**config.mk**
```make
export PLATFORM = sky130hd
export DESIGN_NAME = lidar_time_to_collision_brake_core
export DESIGN_NICKNAME = d
export VERILOG_FILES = /design/src/ttcb_pkg.sv /design/src/lidar_time_to_collision_brake_core.sv /design/src/ttcb_trig_rom.sv /design/src/ttcb_engine.sv
export SDC_FILE = /design/constraint.sdc
export NUM_CORES = 2
export LEC_CHECK = 0
export BUFFER_PORTS_ARGS = -buffer_cell sky130_fd_sc_hd__buf_2
export CAP_MARGIN = 20
export CELL_PAD_IN_SITES_DETAIL_PLACEMENT = 1
export CELL_PAD_IN_SITES_GLOBAL_PLACEMENT = 1
export CORE_MARGIN = 10
export CORE_UTILIZATION = 50
export CTS_CLUSTER_DIAMETER = 150
export DETAILED_ROUTE_END_ITERATION = 12
export GPL_ROUTABILITY_DRIVEN = 0
export PLACE_DENSITY = 0.9
export SKIP_LAST_GASP = 1
export SLEW_MARGIN = 20
export SYNTH_ARGS = -nofsm -noshare
export SYNTH_HDL_FRONTEND = slang
export SYNTH_SLANG_ARGS = --single-unit
```
**constraint.sdc**
```tcl
create_clock -name i_clk -period 21.2 [get_ports i_clk]
set_clock_uncertainty 0.15 [all_clocks]
set_input_delay 2.12 -clock i_clk [delete_from_list [all_inputs] [get_ports i_clk]]
set_output_delay 2.12 -clock i_clk [all_outputs]
set_load 0.01 [all_outputs]
```
**src/ttcb_pkg.sv**
```systemverilog
// ----------------------------------------------------------------------------
// ttcb_pkg
// Shared types and constants of the time-to-collision brake core.
// ----------------------------------------------------------------------------
`default_nettype none

package ttcb_pkg;

    // Input item: velocity update or lidar range sample
    typedef struct packed {
        logic               req_type;
        logic        [15:0] range_mm;
        logic               range_valid;
        logic               last_beam;
        logic signed [15:0] vel_x_mm_s;
        logic signed [15:0] vel_y_mm_s;
    } t_ttcb_in;

    // Result item: one per scan
    typedef struct packed {
        logic        brake;
        logic [16:0] min_ttc_ms;
    } t_ttcb_out;

    // Configuration register file
    typedef struct packed {
        logic        [16:0] ttc_threshold_ms;
        logic signed [15:0] start_angle;
        logic        [11:0] angle_step;
    } t_ttcb_cfg;

    localparam int unsigned CFG_IDX_W  = 2;
    localparam int unsigned CFG_DATA_W = 17;

    typedef enum logic [CFG_IDX_W-1:0] {
        CFG_TTC_THRESHOLD = 2'd0,
        CFG_START_ANGLE   = 2'd1,
        CFG_ANGLE_STEP    = 2'd2
    } t_cfg_idx;

    localparam logic            REQ_VELOCITY = 1'b0;
    localparam logic            REQ_RANGE    = 1'b1;

    localparam logic     [16:0] TTC_CEIL_MS       = 17'd100000;
    localparam logic     [16:0] THRESHOLD_RST     = 17'd400;
    localparam logic     [15:0] START_ANGLE_RST   = 16'hA000;
    localparam logic     [11:0] ANGLE_STEP_RST    = 12'd45;
    localparam logic     [15:0] QUARTER_TURN      = 16'h4000;
    localparam logic     [16:0] MS_PER_S          = 17'd1000;

    // quotient bits produced by the divider: enough to cover the ceiling
    localparam int unsigned DIV_STEPS = 17;

endpackage : ttcb_pkg

`default_nettype wire

```
**src/lidar_time_to_collision_brake_core.sv**
```systemverilog
// ----------------------------------------------------------------------------
// lidar_time_to_collision_brake_core
// Time-to-collision emergency brake over a lidar scan: configuration
// registers, input handshake and result register around the beam engine.
// ----------------------------------------------------------------------------
// A velocity update is taken and the core is ready again at once. A range
// sample holds the input stalled while it is worked: a skipped beam goes
// straight to the final state, a beam with a non-positive closing rate or a
// time beyond the ceiling leaves after the check, and a beam that goes
// through the divider runs the 17-step restoring divider and the minimum
// step before the next possible transfer. The multiplier and the sine ROM (one
// registered read per cycle, cos then sin) are shared over the steps before
// the divider. A last beam waits in the engine while a previous scan result
// still sits unread in the output register. The sine ROM holds a quarter
// wave of 2^(TRIG_TABLE_BITS-2)+1 entries.
`default_nettype none

module lidar_time_to_collision_brake_core #(
    parameter int unsigned TRIG_TABLE_BITS = 10
) (
    input  wire logic                                  i_clk,
    input  wire logic                                  i_rst_n,
    input  wire logic                                  i_in_valid,
    output logic                                       o_in_stall,
    input  wire ttcb_pkg::t_ttcb_in                    i_in_data,
    output logic                                       o_out_valid,
    input  wire logic                                  i_out_stall,
    output ttcb_pkg::t_ttcb_out                        o_out_data,
    input  wire logic                                  i_cfg_we,
    input  wire logic [ttcb_pkg::CFG_IDX_W-1:0]        i_cfg_idx,
    input  wire logic [ttcb_pkg::CFG_DATA_W-1:0]       i_cfg_data
);

    ttcb_pkg::t_ttcb_cfg r_cfg;
    logic                r_out_valid;
    ttcb_pkg::t_ttcb_out r_out_data;

    logic                w_idle;
    logic                w_start;
    logic                w_out_free;
    logic                w_angle_load;
    logic                w_res_valid;
    ttcb_pkg::t_ttcb_out w_res;

    assign o_in_stall   = !w_idle;
    assign w_start      = i_in_valid && w_idle;
    assign w_out_free   = !r_out_valid || !i_out_stall;
    assign w_angle_load = i_cfg_we &&
                          (i_cfg_idx == ttcb_pkg::CFG_START_ANGLE);

    always_ff @(posedge i_clk) begin
        if (!i_rst_n) begin
            r_cfg.ttc_threshold_ms <= ttcb_pkg::THRESHOLD_RST;
            r_cfg.start_angle      <= ttcb_pkg::START_ANGLE_RST;
            r_cfg.angle_step       <= ttcb_pkg::ANGLE_STEP_RST;
        end else if (i_cfg_we) begin
            unique case (i_cfg_idx)
                ttcb_pkg::CFG_TTC_THRESHOLD: r_cfg.ttc_threshold_ms <= i_cfg_data;
                ttcb_pkg::CFG_START_ANGLE:   r_cfg.start_angle      <= i_cfg_data[15:0];
                ttcb_pkg::CFG_ANGLE_STEP:    r_cfg.angle_step       <= i_cfg_data[11:0];
                default: ;
            endcase
        end
    end

    ttcb_engine #(
        .TRIG_TABLE_BITS (TRIG_TABLE_BITS)
    ) u_engine (
        .i_clk         (i_clk),
        .i_rst_n       (i_rst_n),
        .i_start       (w_start),
        .i_item        (i_in_data),
        .i_cfg         (r_cfg),
        .i_angle_load  (w_angle_load),
        .i_angle_value (i_cfg_data[15:0]),
        .i_out_free    (w_out_free),
        .o_idle        (w_idle),
        .o_res_valid   (w_res_valid),
        .o_res         (w_res)
    );

    // result register, refilled in the cycle it is transferred
    always_ff @(posedge i_clk) begin
        if (!i_rst_n) begin
            r_out_valid <= 1'b0;
        end else if (w_res_valid) begin
            r_out_valid <= 1'b1;
        end else if (!i_out_stall) begin
            r_out_valid <= 1'b0;
        end
    end

    always_ff @(posedge i_clk) begin
        if (w_res_valid) begin
            r_out_data <= w_res;
        end
    end

    assign o_out_valid = r_out_valid;
    assign o_out_data  = r_out_data;

`ifndef SYNTH
    a_no_overwrite: assert property (@(posedge i_clk) disable iff (!i_rst_n)
        w_res_valid |-> !r_out_valid || !i_out_stall)
        else $error("result overwrites an untransferred result");

    a_stall_when_busy: assert property (@(posedge i_clk) disable iff (!i_rst_n)
        $past(w_start && i_in_data.req_type == ttcb_pkg::REQ_RANGE) |-> o_in_stall)
        else $error("range sample transferred without going busy");

    a_brake_matches: assert property (@(posedge i_clk) disable iff (!i_rst_n)
        w_res_valid |-> (w_res.brake == (w_res.min_ttc_ms <= r_cfg.ttc_threshold_ms)))
        else $error("brake flag disagrees with threshold");
`endif

endmodule : lidar_time_to_collision_brake_core

`default_nettype wire

```
**src/ttcb_trig_rom.sv**
```systemverilog
// ----------------------------------------------------------------------------
// ttcb_trig_rom
// Quarter-wave sine ROM, Q1.15, one registered read per cycle. Takes a 16-bit
// binary angle, truncates it to the table resolution and folds the quadrant.
// ----------------------------------------------------------------------------
`default_nettype none

module ttcb_trig_rom #(
    parameter int unsigned TRIG_TABLE_BITS = 10
) (
    input  wire logic               i_clk,
    input  wire logic        [15:0] i_angle,
    output logic signed      [15:0] o_value
);

    localparam int unsigned QTR_BITS  = TRIG_TABLE_BITS - 2;
    localparam int unsigned QTR_DEPTH = (2 ** QTR_BITS) + 1;
    localparam int unsigned ADDR_W    = QTR_BITS + 1;
    localparam int unsigned SHIFT     = 16 - TRIG_TABLE_BITS;

    localparam logic [63:0] Q30_ONE     = 64'd1 << 30;
    localparam logic [63:0] HALF_PI_Q16 = 64'd102944;

    localparam logic [ADDR_W-1:0] QTR_FULL = {1'b1, {QTR_BITS{1'b0}}};

    // Odd Taylor series to degree 11 in Q30, truncating shifts
    function automatic logic [15*QTR_DEPTH-1:0] build_rom();
        logic [15*QTR_DEPTH-1:0] rom;
        logic [63:0]             x;
        logic [63:0]             x2;
        logic [63:0]             t;
        logic [63:0]             s;
        int                      k;
        rom = '0;
        for (k = 0; k < QTR_DEPTH; k++) begin
            x  = (64'(k) << SHIFT) * HALF_PI_Q16;
            x2 = (x * x) >> 30;
            t  = Q30_ONE;
            t  = Q30_ONE - (((x2 * t) >> 30) / 64'd110);
            t  = Q30_ONE - (((x2 * t) >> 30) / 64'd72);
            t  = Q30_ONE - (((x2 * t) >> 30) / 64'd42);
            t  = Q30_ONE - (((x2 * t) >> 30) / 64'd20);
            t  = Q30_ONE - (((x2 * t) >> 30) / 64'd6);
            s  = (x * t) >> 30;
            s  = (s + 64'd16384) >> 15;
            if (s > 64'd32767) begin
                s = 64'd32767;
            end
            rom[k*15 +: 15] = s[14:0];
        end
        return rom;
    endfunction

    localparam logic [15*QTR_DEPTH-1:0] ROM = build_rom();

    logic [TRIG_TABLE_BITS-1:0] w_idx;
    logic [QTR_BITS-1:0]        w_ofs;
    logic [ADDR_W-1:0]          w_addr;
    logic [14:0]                r_mag;
    logic                       r_neg;

    assign w_idx  = i_angle[15 -: TRIG_TABLE_BITS];
    assign w_ofs  = w_idx[QTR_BITS-1:0];
    // second and fourth quadrants run the table backwards
    assign w_addr = w_idx[QTR_BITS] ? (QTR_FULL - {1'b0, w_ofs}) : {1'b0, w_ofs};

    always_ff @(posedge i_clk) begin
        r_mag <= ROM[w_addr*15 +: 15];
        r_neg <= w_idx[QTR_BITS+1];
    end

    assign o_value = r_neg ? -$signed({1'b0, r_mag}) : $signed({1'b0, r_mag});

endmodule : ttcb_trig_rom

`default_nettype wire

```
**src/ttcb_engine.sv**
```systemverilog
// ----------------------------------------------------------------------------
// ttcb_engine
// Beam sequencer: trig lookups, one shared 17x17 multiplier for the closing
// rate and the range numerator, a restoring divider and the scan minimum.
// ----------------------------------------------------------------------------
`default_nettype none

module ttcb_engine #(
    parameter int unsigned TRIG_TABLE_BITS = 10
) (
    input  wire logic               i_clk,
    input  wire logic               i_rst_n,
    input  wire logic               i_start,
    input  wire ttcb_pkg::t_ttcb_in i_item,
    input  wire ttcb_pkg::t_ttcb_cfg i_cfg,
    input  wire logic               i_angle_load,
    input  wire logic        [15:0] i_angle_value,
    input  wire logic               i_out_free,
    output logic                    o_idle,
    output logic                    o_res_valid,
    output ttcb_pkg::t_ttcb_out     o_res
);

    typedef enum logic [9:0] {
        S_IDLE   = 10'b00_0000_0001,
        S_RD_COS = 10'b00_0000_0010,
        S_RD_SIN = 10'b00_0000_0100,
        S_MUL_X  = 10'b00_0000_1000,
        S_MUL_Y  = 10'b00_0001_0000,
        S_MUL_R  = 10'b00_0010_0000,
        S_CHECK  = 10'b00_0100_0000,
        S_DIV    = 10'b00_1000_0000,
        S_MIN    = 10'b01_0000_0000,
        S_FIN    = 10'b10_0000_0000
    } t_state;

    localparam logic [4:0] DIV_LAST = 5'(ttcb_pkg::DIV_STEPS - 1);

    t_state             r_state;
    t_state             n_state;
    logic        [15:0] r_angle;
    logic        [16:0] r_min;
    logic signed [15:0] r_vel_x;
    logic signed [15:0] r_vel_y;
    logic        [15:0] r_range;
    logic               r_last;
    logic signed [15:0] r_cos;
    logic signed [15:0] r_sin;
    logic signed [33:0] r_prod;
    logic signed [32:0] r_acc;
    logic        [30:0] r_rem;
    logic        [16:0] r_quo;
    logic        [4:0]  r_cnt;

    logic        [15:0] w_rom_angle;
    logic signed [15:0] w_rom_value;
    logic signed [16:0] w_mul_a;
    logic signed [16:0] w_mul_b;
    logic signed [33:0] w_prod;
    logic               w_rate_pos;
    logic        [30:0] w_rate;
    logic        [30:0] w_num_hi;
    logic        [31:0] w_shift;
    logic        [32:0] w_trial;
    logic               w_emit;

    assign w_rom_angle = (r_state == S_RD_COS) ? (r_angle + ttcb_pkg::QUARTER_TURN) : r_angle;

    ttcb_trig_rom #(
        .TRIG_TABLE_BITS (TRIG_TABLE_BITS)
    ) u_trig_rom (
        .i_clk   (i_clk),
        .i_angle (w_rom_angle),
        .o_value (w_rom_value)
    );

    // shared multiplier operand select
    always_comb begin
        unique case (r_state)
            S_MUL_X: begin
                w_mul_a = 17'(r_cos);
                w_mul_b = 17'(r_vel_x);
            end
            S_MUL_Y: begin
                w_mul_a = 17'(r_sin);
                w_mul_b = 17'(r_vel_y);
            end
            S_MUL_R: begin
                w_mul_a = $signed({1'b0, r_range});
                w_mul_b = $signed(ttcb_pkg::MS_PER_S);
            end
            default: begin
                w_mul_a = '0;
                w_mul_b = '0;
            end
        endcase
    end

    assign w_prod = w_mul_a * w_mul_b;

    // closing rate stays below 2^31
    assign w_rate_pos = !r_acc[32] && (r_acc != '0);
    assign w_rate     = r_acc[30:0];
    // numerator is range*1000*2^15; its part above the 17 quotient bits
    assign w_num_hi   = {7'd0, r_prod[25:2]};
    assign w_shift    = {r_rem, r_quo[16]};
    assign w_trial    = {1'b0, w_shift} - {2'b00, w_rate};

    assign w_emit = (r_state == S_FIN) && r_last && i_out_free;

    always_comb begin
        n_state = r_state;
        unique case (r_state)
            S_IDLE: begin
                if (i_start && (i_item.req_type == ttcb_pkg::REQ_RANGE)) begin
                    n_state = i_item.range_valid ? S_RD_COS : S_FIN;
                end
            end
            S_RD_COS: n_state = S_RD_SIN;
            S_RD_SIN: n_state = S_MUL_X;
            S_MUL_X:  n_state = S_MUL_Y;
            S_MUL_Y:  n_state = S_MUL_R;
            S_MUL_R:  n_state = S_CHECK;
            S_CHECK: begin
                // quotient at or above 2^17 can never beat the minimum
                if (!w_rate_pos || (w_num_hi >= w_rate)) begin
                    n_state = S_FIN;
                end else begin
                    n_state = S_DIV;
                end
            end
            S_DIV: begin
                if (r_cnt == DIV_LAST) begin
                    n_state = S_MIN;
                end
            end
            S_MIN: n_state = S_FIN;
            S_FIN: begin
                if (!r_last || i_out_free) begin
                    n_state = S_IDLE;
                end
            end
            default: n_state = S_IDLE;
        endcase
    end

    always_ff @(posedge i_clk) begin
        if (!i_rst_n) begin
            r_state <= S_IDLE;
            r_angle <= ttcb_pkg::START_ANGLE_RST;
            r_min   <= ttcb_pkg::TTC_CEIL_MS;
            r_vel_x <= '0;
            r_vel_y <= '0;
        end else begin
            r_state <= n_state;

            if (i_start && (i_item.req_type == ttcb_pkg::REQ_VELOCITY)) begin
                r_vel_x <= i_item.vel_x_mm_s;
                r_vel_y <= i_item.vel_y_mm_s;
            end

            priority if (i_angle_load) begin
                r_angle <= i_angle_value;
            end else if (w_emit) begin
                r_angle <= i_cfg.start_angle;
            end else if ((r_state == S_FIN) && !r_last) begin
                r_angle <= r_angle + {4'd0, i_cfg.angle_step};
            end else begin
                r_angle <= r_angle;
            end

            priority if (w_emit) begin
                r_min <= ttcb_pkg::TTC_CEIL_MS;
            end else if ((r_state == S_MIN) && (r_quo < r_min)) begin
                r_min <= r_quo;
            end else begin
                r_min <= r_min;
            end
        end
    end

    // datapath registers
    always_ff @(posedge i_clk) begin
        if ((r_state == S_IDLE) && i_start) begin
            r_range <= i_item.range_mm;
            r_last  <= i_item.last_beam;
        end
        if (r_state == S_RD_SIN) begin
            r_cos <= w_rom_value;
        end
        if (r_state == S_MUL_X) begin
            r_sin <= w_rom_value;
        end
        r_prod <= w_prod;
        if (r_state == S_MUL_Y) begin
            r_acc <= r_prod[32:0];
        end else if (r_state == S_MUL_R) begin
            r_acc <= r_acc + $signed(r_prod[32:0]);
        end
        if (r_state == S_CHECK) begin
            r_rem <= w_num_hi;
            r_quo <= {r_prod[1:0], 15'd0};
            r_cnt <= '0;
        end else if (r_state == S_DIV) begin
            // restoring step: numerator bits shift out as quotient bits shift in
            if (!w_trial[32]) begin
                r_rem <= w_trial[30:0];
            end else begin
                r_rem <= w_shift[30:0];
            end
            r_quo <= {r_quo[15:0], !w_trial[32]};
            r_cnt <= r_cnt + 5'd1;
        end
    end

    assign o_idle            = (r_state == S_IDLE);
    assign o_res_valid       = w_emit;
    assign o_res.brake       = (r_min <= i_cfg.ttc_threshold_ms);
    assign o_res.min_ttc_ms  = r_min;

`ifndef SYNTH
    a_res_only_on_last: assert property (@(posedge i_clk) disable iff (!i_rst_n)
        o_res_valid |-> (r_state == S_FIN) && r_last)
        else $error("result outside final state of a last beam");

    a_min_restarts: assert property (@(posedge i_clk) disable iff (!i_rst_n)
        o_res_valid |=> (r_min == ttcb_pkg::TTC_CEIL_MS))
        else $error("scan minimum not restarted after result");

    a_min_ceiling: assert property (@(posedge i_clk) disable iff (!i_rst_n)
        r_min <= ttcb_pkg::TTC_CEIL_MS)
        else $error("scan minimum above ceiling");

    a_rem_below_rate: assert property (@(posedge i_clk) disable iff (!i_rst_n)
        (r_state == S_DIV) |-> (r_rem < w_rate))
        else $error("divider remainder not below closing rate");

    a_div_from_check: assert property (@(posedge i_clk) disable iff (!i_rst_n)
        $rose(r_state == S_DIV) |-> $past(r_state == S_CHECK) && (r_cnt == 5'd0))
        else $error("divider entered without setup");
`endif

endmodule : ttcb_engine

`default_nettype wire

```
* Yosys cells after proc, flatten, opt, wreduce, memory -nomap -nowiden *
Cells that the tools add are included.

operators by class
  $add $sub $neg = 7
  multipliers = 2
  order comparisons = 3
  eq/ne operators = 17
  shifts and indexed selects = 1
  multiplexer cells = 23
  bitwise logic cells = 2
  reductions and logical operators = 30

operator list
  kind                                                           number
  indexed part select 3855 x 14 -> 15 bit, first input constant  1
  case mux 17 bit (3 select lines)                               2
  case mux 10 bit (10 select lines)                              1
  2-to-1 mux 16 bit                                              5
  2-to-1 mux 33 bit                                              2
  2-to-1 mux 10 bit                                              5
  2-to-1 mux 24 bit                                              2
  2-to-1 mux 17 bit                                              2
  adder 33 bit                                                   1
  multiplier 17 x 17 -> 33 bit                                   1
  nonzero test 33 bit                                            1
  subtractor 32 x 31 -> 33 bit                                   1
  greater-or-equal comparator 24 x 31 -> 1 bit                   1
  2-to-1 mux 31 bit                                              1
  less-or-equal comparator 17 bit                                1
  < comparator 17 bit                                            1
  adder 16 x 12 -> 16 bit                                        1
  adder 16 x 15 -> 16 bit, second input constant                 1
  negation 15 -> 16 bit                                          1
  multiplier 9 x 4 -> 13 bit, second input constant              1
  equality test 10 x 1 -> 1 bit, second input constant           1
  equality test 10 bit, second input constant                    1
  equality test 10 x 2 -> 1 bit, second input constant           1
  equality test 10 x 3 -> 1 bit, second input constant           1
  25 further kinds                                               49

word-level totals
  register bits after elaboration = 323
  input bits = 75
  output and inout bits = 20
  word-level logic and storage cells = 109

* Logic depth before layout (Yosys ltp) *
  word-level depth = 6
  depth in mapped cells = 35
  depth with buffers taken out = 30

* By module *
Synthesis repeated with hierarchy kept, for this count alone.

unflattened totals
  cells, all modules = 3832
  area total of the unflattened synthesis = 33056.7 um^2

modules (own cells, without submodules)
  module                              instances  cells each  area an instance (um^2)  sequential area each (um^2)
  ttcb_engine                         1          2752        24965.2                  5945.7
  ttcb_trig_rom                       1          876         5715.5                   320.3
  lidar_time_to_collision_brake_core  1          204         2376.0                   1461.4

* Least setup slack after synthesis *
OpenSTA, ideal clock, no wires.

  path kind = flip-flop to flip-flop
  start point = register u_engine.r_state[7]
  end point = register u_engine.r_prod[32]
  setup time = 72 ps
  arrival time = 8340 ps
  required time = 20978 ps
  path slack = 12638 ps
  stages on the path, launching flop included = 29
  buffers on the path = 3
  clock period less this slack = 8562 ps
  cell sequence = dfxtp_1 buf_2 nor4_4 nand2_1 nor3b_1 clkbuf_1 clkbuf_1 a22o_1 nand2_1 fa_1 fa_1 inv_1 fa_1 inv_1 fa_1 fa_1 fa_1 inv_1 ha_1 o21a_1 or2_2 a41o_1 a21oi_1 o211ai_1 nor4_1 a21oi_1 a41o_1 o41ai_1 xnor2_1

between the ends
  longest elaborated chain between the ends = 3
  elaborated cells on any way between the ends = 6
  classes of those cells = 1 x mul; 3 x eq/ne; 2 x mux

ends and longest elaborated chain
  element                                                RTL line            RTL
  start: declaration                                     ttcb_engine.sv:39   t_state r_state;
  start signal: assignment                               ttcb_engine.sv:155  r_state <= n_state;
  equality test 10 x 6 -> 1 bit (tied with other cells)  ttcb_engine.sv:79   unique case (r_state)
  case mux 17 bit (3 select lines)                       ttcb_engine.sv:79
  multiplier 17 x 17 -> 33 bit (*)                       ttcb_engine.sv:99   assign w_prod = w_mul_a * w_mul_b;
  named net u_engine.w_prod[32]                          ttcb_engine.sv:59   logic signed [33:0] w_prod;
  end signal: assignment                                 ttcb_engine.sv:194  r_prod <= w_prod;
  end: declaration                                       ttcb_engine.sv:49   logic signed [33:0] r_prod;

Mark *: on every way through the listed nets, which the timed path passes. The rest lies on a longest branch.
A chain may end at the register's enable or synchronous reset.

* Worst setup path in the final report *
  start point = register u_engine.r_state[0]
  end point = register u_engine.r_prod[32]

Same word-level chain as after synthesis.

==> impl_metrics.py <==
metrics = {
    "synth": {
        "postSynthAreaPerCell_um2": 8.43,
        "yosysUniqueCellTypes": 95,
        "synth-main-ff-cell": "dfxtp_1",
        "synth_nets": 4411,
        "seq_area_frac_synth": 0.241,
        "synthesis.instances": 3809,
        "synth-seq-cells": 323,
        "synthesis.area_um2": 32100,
        "number_of_enable_flip_flop_cells_after_synthesis": 126,
        "synth-async-reset-ratio": 0,
        "ys_warn_count": 0,
    },
    "place": {
        "dpl-instance-area_um2": 33200,
        "detailedPlacementHpwl_um": 90300,
        "portBuffers": 94,
        "post-place-cells": 4600,
        "pre_cts_slack_ps": 11680,
    },
    "setup_path": {
        "startpoint_type_of_the_worst_setup_path": "flop",
        "cp.required_ps": 21500,
        "timing.reg2reg.setup_slack_ps": 10890,
        "crit_path_max_incr_delay_ps": 760,
        "crit_top_cell": "fa_1",
        "end_kind": "flop",
        "reg_to_reg_start": "u_engine.r_state[0]",
        "r2r-end": "u_engine.r_prod[32]",
        "critical_path_arrival_ps": 10620,
        "worstSetupPathType": "reg2reg",
        "reg2reg_depth": 26,
        "path_max_fanout": 74,
        "cp_slowest_cell": "or4_1",
    },
    "timing": {
        "timing_worst_slew_pin_value_ps": 1320,
        "final_worst_path_period_need_ps": 10310,
        "final_critical_path_setup_slack_ps": 10890,
        "grt_setup_unrepaired": "no",
        "period_share": 0.486,
        "timing.final.setup_violations": 0,
        "hold-worst-slack_ps": 316,
        "setup_tns_ps": 0,
        "max_freq_mhz": 97.0,
        "timing.final.max_slew_violations": 0,
        "max_slew_margin": 0.113,
        "hold_violations": 0,
    },
    "grt": {
        "global_route.overflow_total": 0,
        "grt.total_usage": 0.349,
        "initial_antenna_violation_count": 14,
        "grt_pass1_wl_um": 202000,
        "first_global_vias": 33475,
        "grt_max_degree": 91,
    },
    "layout": {
        "drive_gt1_frac": 0.0703,
        "final_cell_count_no_fill": 4679,
        "mostFrequentLayoutCell": "nand2_1",
        "area.growth.synth_to_final_pct": 7.81,
        "mostFrequentLayoutCells": "531 x nand2_1, 406 x inv_1, 376 x nor2_1",
        "nets": 4396,
        "finish.instance_area_um2": 34600,
    },
    "cts": {
        "clkLatencyLatePin_ps": 600,
        "clock-root-buffer": "clkbuf_16",
        "htree_depth": 2,
        "cts-buffers-inserted": 38,
        "cts_tree": "built",
        "post_cts_hold_buffer_count": 0,
        "cts.repair.resized": 0,
        "clock_sinks": 323,
        "clkSlewWorstSetupHoldPaths_ps": 70,
        "post_cts_buffers": 0,
        "cts_max_path_buffers": 3,
    },
    "flow_run": {
        "max_cap_viol_count": 0,
    },
    "power_and_ir_drop": {
        "power_leakage_nw": 15.1,
        "vdd_ir_drop_max_uv": 48.2,
        "power_per_cell_area_nw_per_um2": 49.4,
    },
    "worst_hold_path": {
        "hold_path_depth": 2,
        "hold_end": "r_cfg[20]",
        "hold_start": "r_cfg[20]",
        "min-delay-path-class": "reg2reg",
    },
    "run_status": {
        "run_status": "finished clean",
    },
    "floorplanning": {
        "chipWidth_um": 273,
        "die-height_um": 273,
        "initial_core_utilization": 0.507,
        "fp-row-count": 92,
        "floorplan.die_area_um2": 74700,
        "io_pins": 95,
        "core_um2": 63300,
    },
    "routing": {
        "vias_per_cell": 6.70,
        "post_drt_wl_per_cell_um": 28.5,
        "drt_first_pass_iters": 10,
        "final_wirelength_um": 133000,
        "drt_iter0_markers": 4161,
        "post-route-drc-count": 0,
        "vias": 31358,
        "ant_nets": 0,
    },
}
==> registers in the layout, indices dropped and copies added, names as in the netlist, 17 cells and up <==
register and count:
o_out_data 18, r_cfg 45, u_engine.r_acc 33, u_engine.r_min 17, u_engine.r_prod 33, u_engine.r_quo 17, u_engine.r_rem 31
==> cell usage after synthesis (15+ instances only) <==
cell type / number / share of area
a211o_1: 15 / 0.0041
a211oi_1: 25 / 0.0058
a21boi_0: 79 / 0.018
a21o_1: 47 / 0.011
a21oi_1: 187 / 0.029
a221oi_1: 28 / 0.0076
a22oi_1: 33 / 0.0077
a311oi_1: 15 / 0.0041
a31oi_1: 43 / 0.0084
and2_1: 32 / 0.0062
and3_1: 18 / 0.0035
buf_2: 49 / 0.0076
clkbuf_1: 129 / 0.015
dfxtp_1: 197 / 0.12
edfxtp_1: 126 / 0.12
fa_1: 293 / 0.18
ha_1: 234 / 0.091
inv_1: 406 / 0.047
mux2i_1: 17 / 0.0053
nand2_1: 531 / 0.062
nand2b_1: 29 / 0.0057
nand3_1: 94 / 0.015
nand4_1: 27 / 0.0053
nor2_1: 377 / 0.044
nor2b_1: 26 / 0.0051
nor3_1: 64 / 0.010
nor4_1: 18 / 0.0035
o211ai_1: 48 / 0.011
o21a_1: 34 / 0.0080
o21ai_0: 181 / 0.028
o31ai_1: 23 / 0.0054
xnor2_1: 79 / 0.022
xor2_1: 42 / 0.011
==> cell type report <==
type                    instances  area, um^2
diodes                          9        22.5
repair buffers                147         868
multi-input cells            2873       22100
clock inverters                15         205
fillers                      7559       28700
flip-flops and latches        323        7730
clock buffers                  55        1120
well taps                     846        1060
inverters                     411        1540
==> cell families (layout without fill, tap and decap cells) <==
| logic type | after synthesis | count (layout) | share of synthesized area |
|---|---|---|---|
| compound gates | 903 | 903 | 0.188 |
| xor+xnor | 123 | 123 | 0.0344 |
| fa+ha+maj | 527 | 527 | 0.274 |
| buf+inv | 613 | 628 | 0.0755 |
| flops | 323 | 323 | 0.241 |
| mux | 20 | 20 | 0.00635 |
| other cells | 0 | 9 | 0 |
| simple gates | 1300 | 1300 | 0.181 |
==> layer usage <==
layer,vias up,global-route usage,wire length (um)
li1,13020,-,-
met1,15303,0.386,45600
met2,2141,0.565,61600
met3,888,0.102,14100
met4,6,0.262,12000
met5,-,0,34
==> report_power, final <==
group | leakage, nW | internal (W) | switching [W]
Sequential | 2.69 | 0.000676 | 0.0000284
Combinational | 11.8 | 0.0000874 | 0.000207
Clock | 0.639 | 0.000408 | 0.000301
==> worst max-delay path: cells and delay by family, from the launching register on <==
family / cells / cell delay, ps
flops: 1 / 410
compound gates: 9 / 3030
simple gates: 5 / 1870
xor+xnor: 1 / 200
buf+inv: 4 / 910
fa+ha+maj: 7 / 3470
==> how the worst max path moves through the flow <==
stage | startpoint | end | slack (ps) | depth (start not counted)
floorplan | u_engine.r_state[7] | u_engine.r_prod[32] | 12640 | 28
global placement | u_engine.r_state[0] | u_engine.r_prod[32] | 12300 | 26
detailed placement | u_engine.r_state[0] | u_engine.r_prod[32] | 11680 | 26
CTS | u_engine.r_state[0] | u_engine.r_prod[32] | 11360 | 28
global route | u_engine.r_state[0] | u_engine.r_prod[32] | 10770 | 26
finish | u_engine.r_state[0] | u_engine.r_prod[32] | 10890 | 26
==> stage by stage <==
step | util | total power [W]
2_1_floorplan | - | 0.000881
3_3_place_gp | 0.525 | 0.000972
3_5_place_dp | 0.525 | 0.000982
4_1_cts | 0.546 | 0.00169
5_1_grt | 0.547 | 0.00175
6_report | 0.547 | 0.00171
Power figures use the tool's default switching activity.
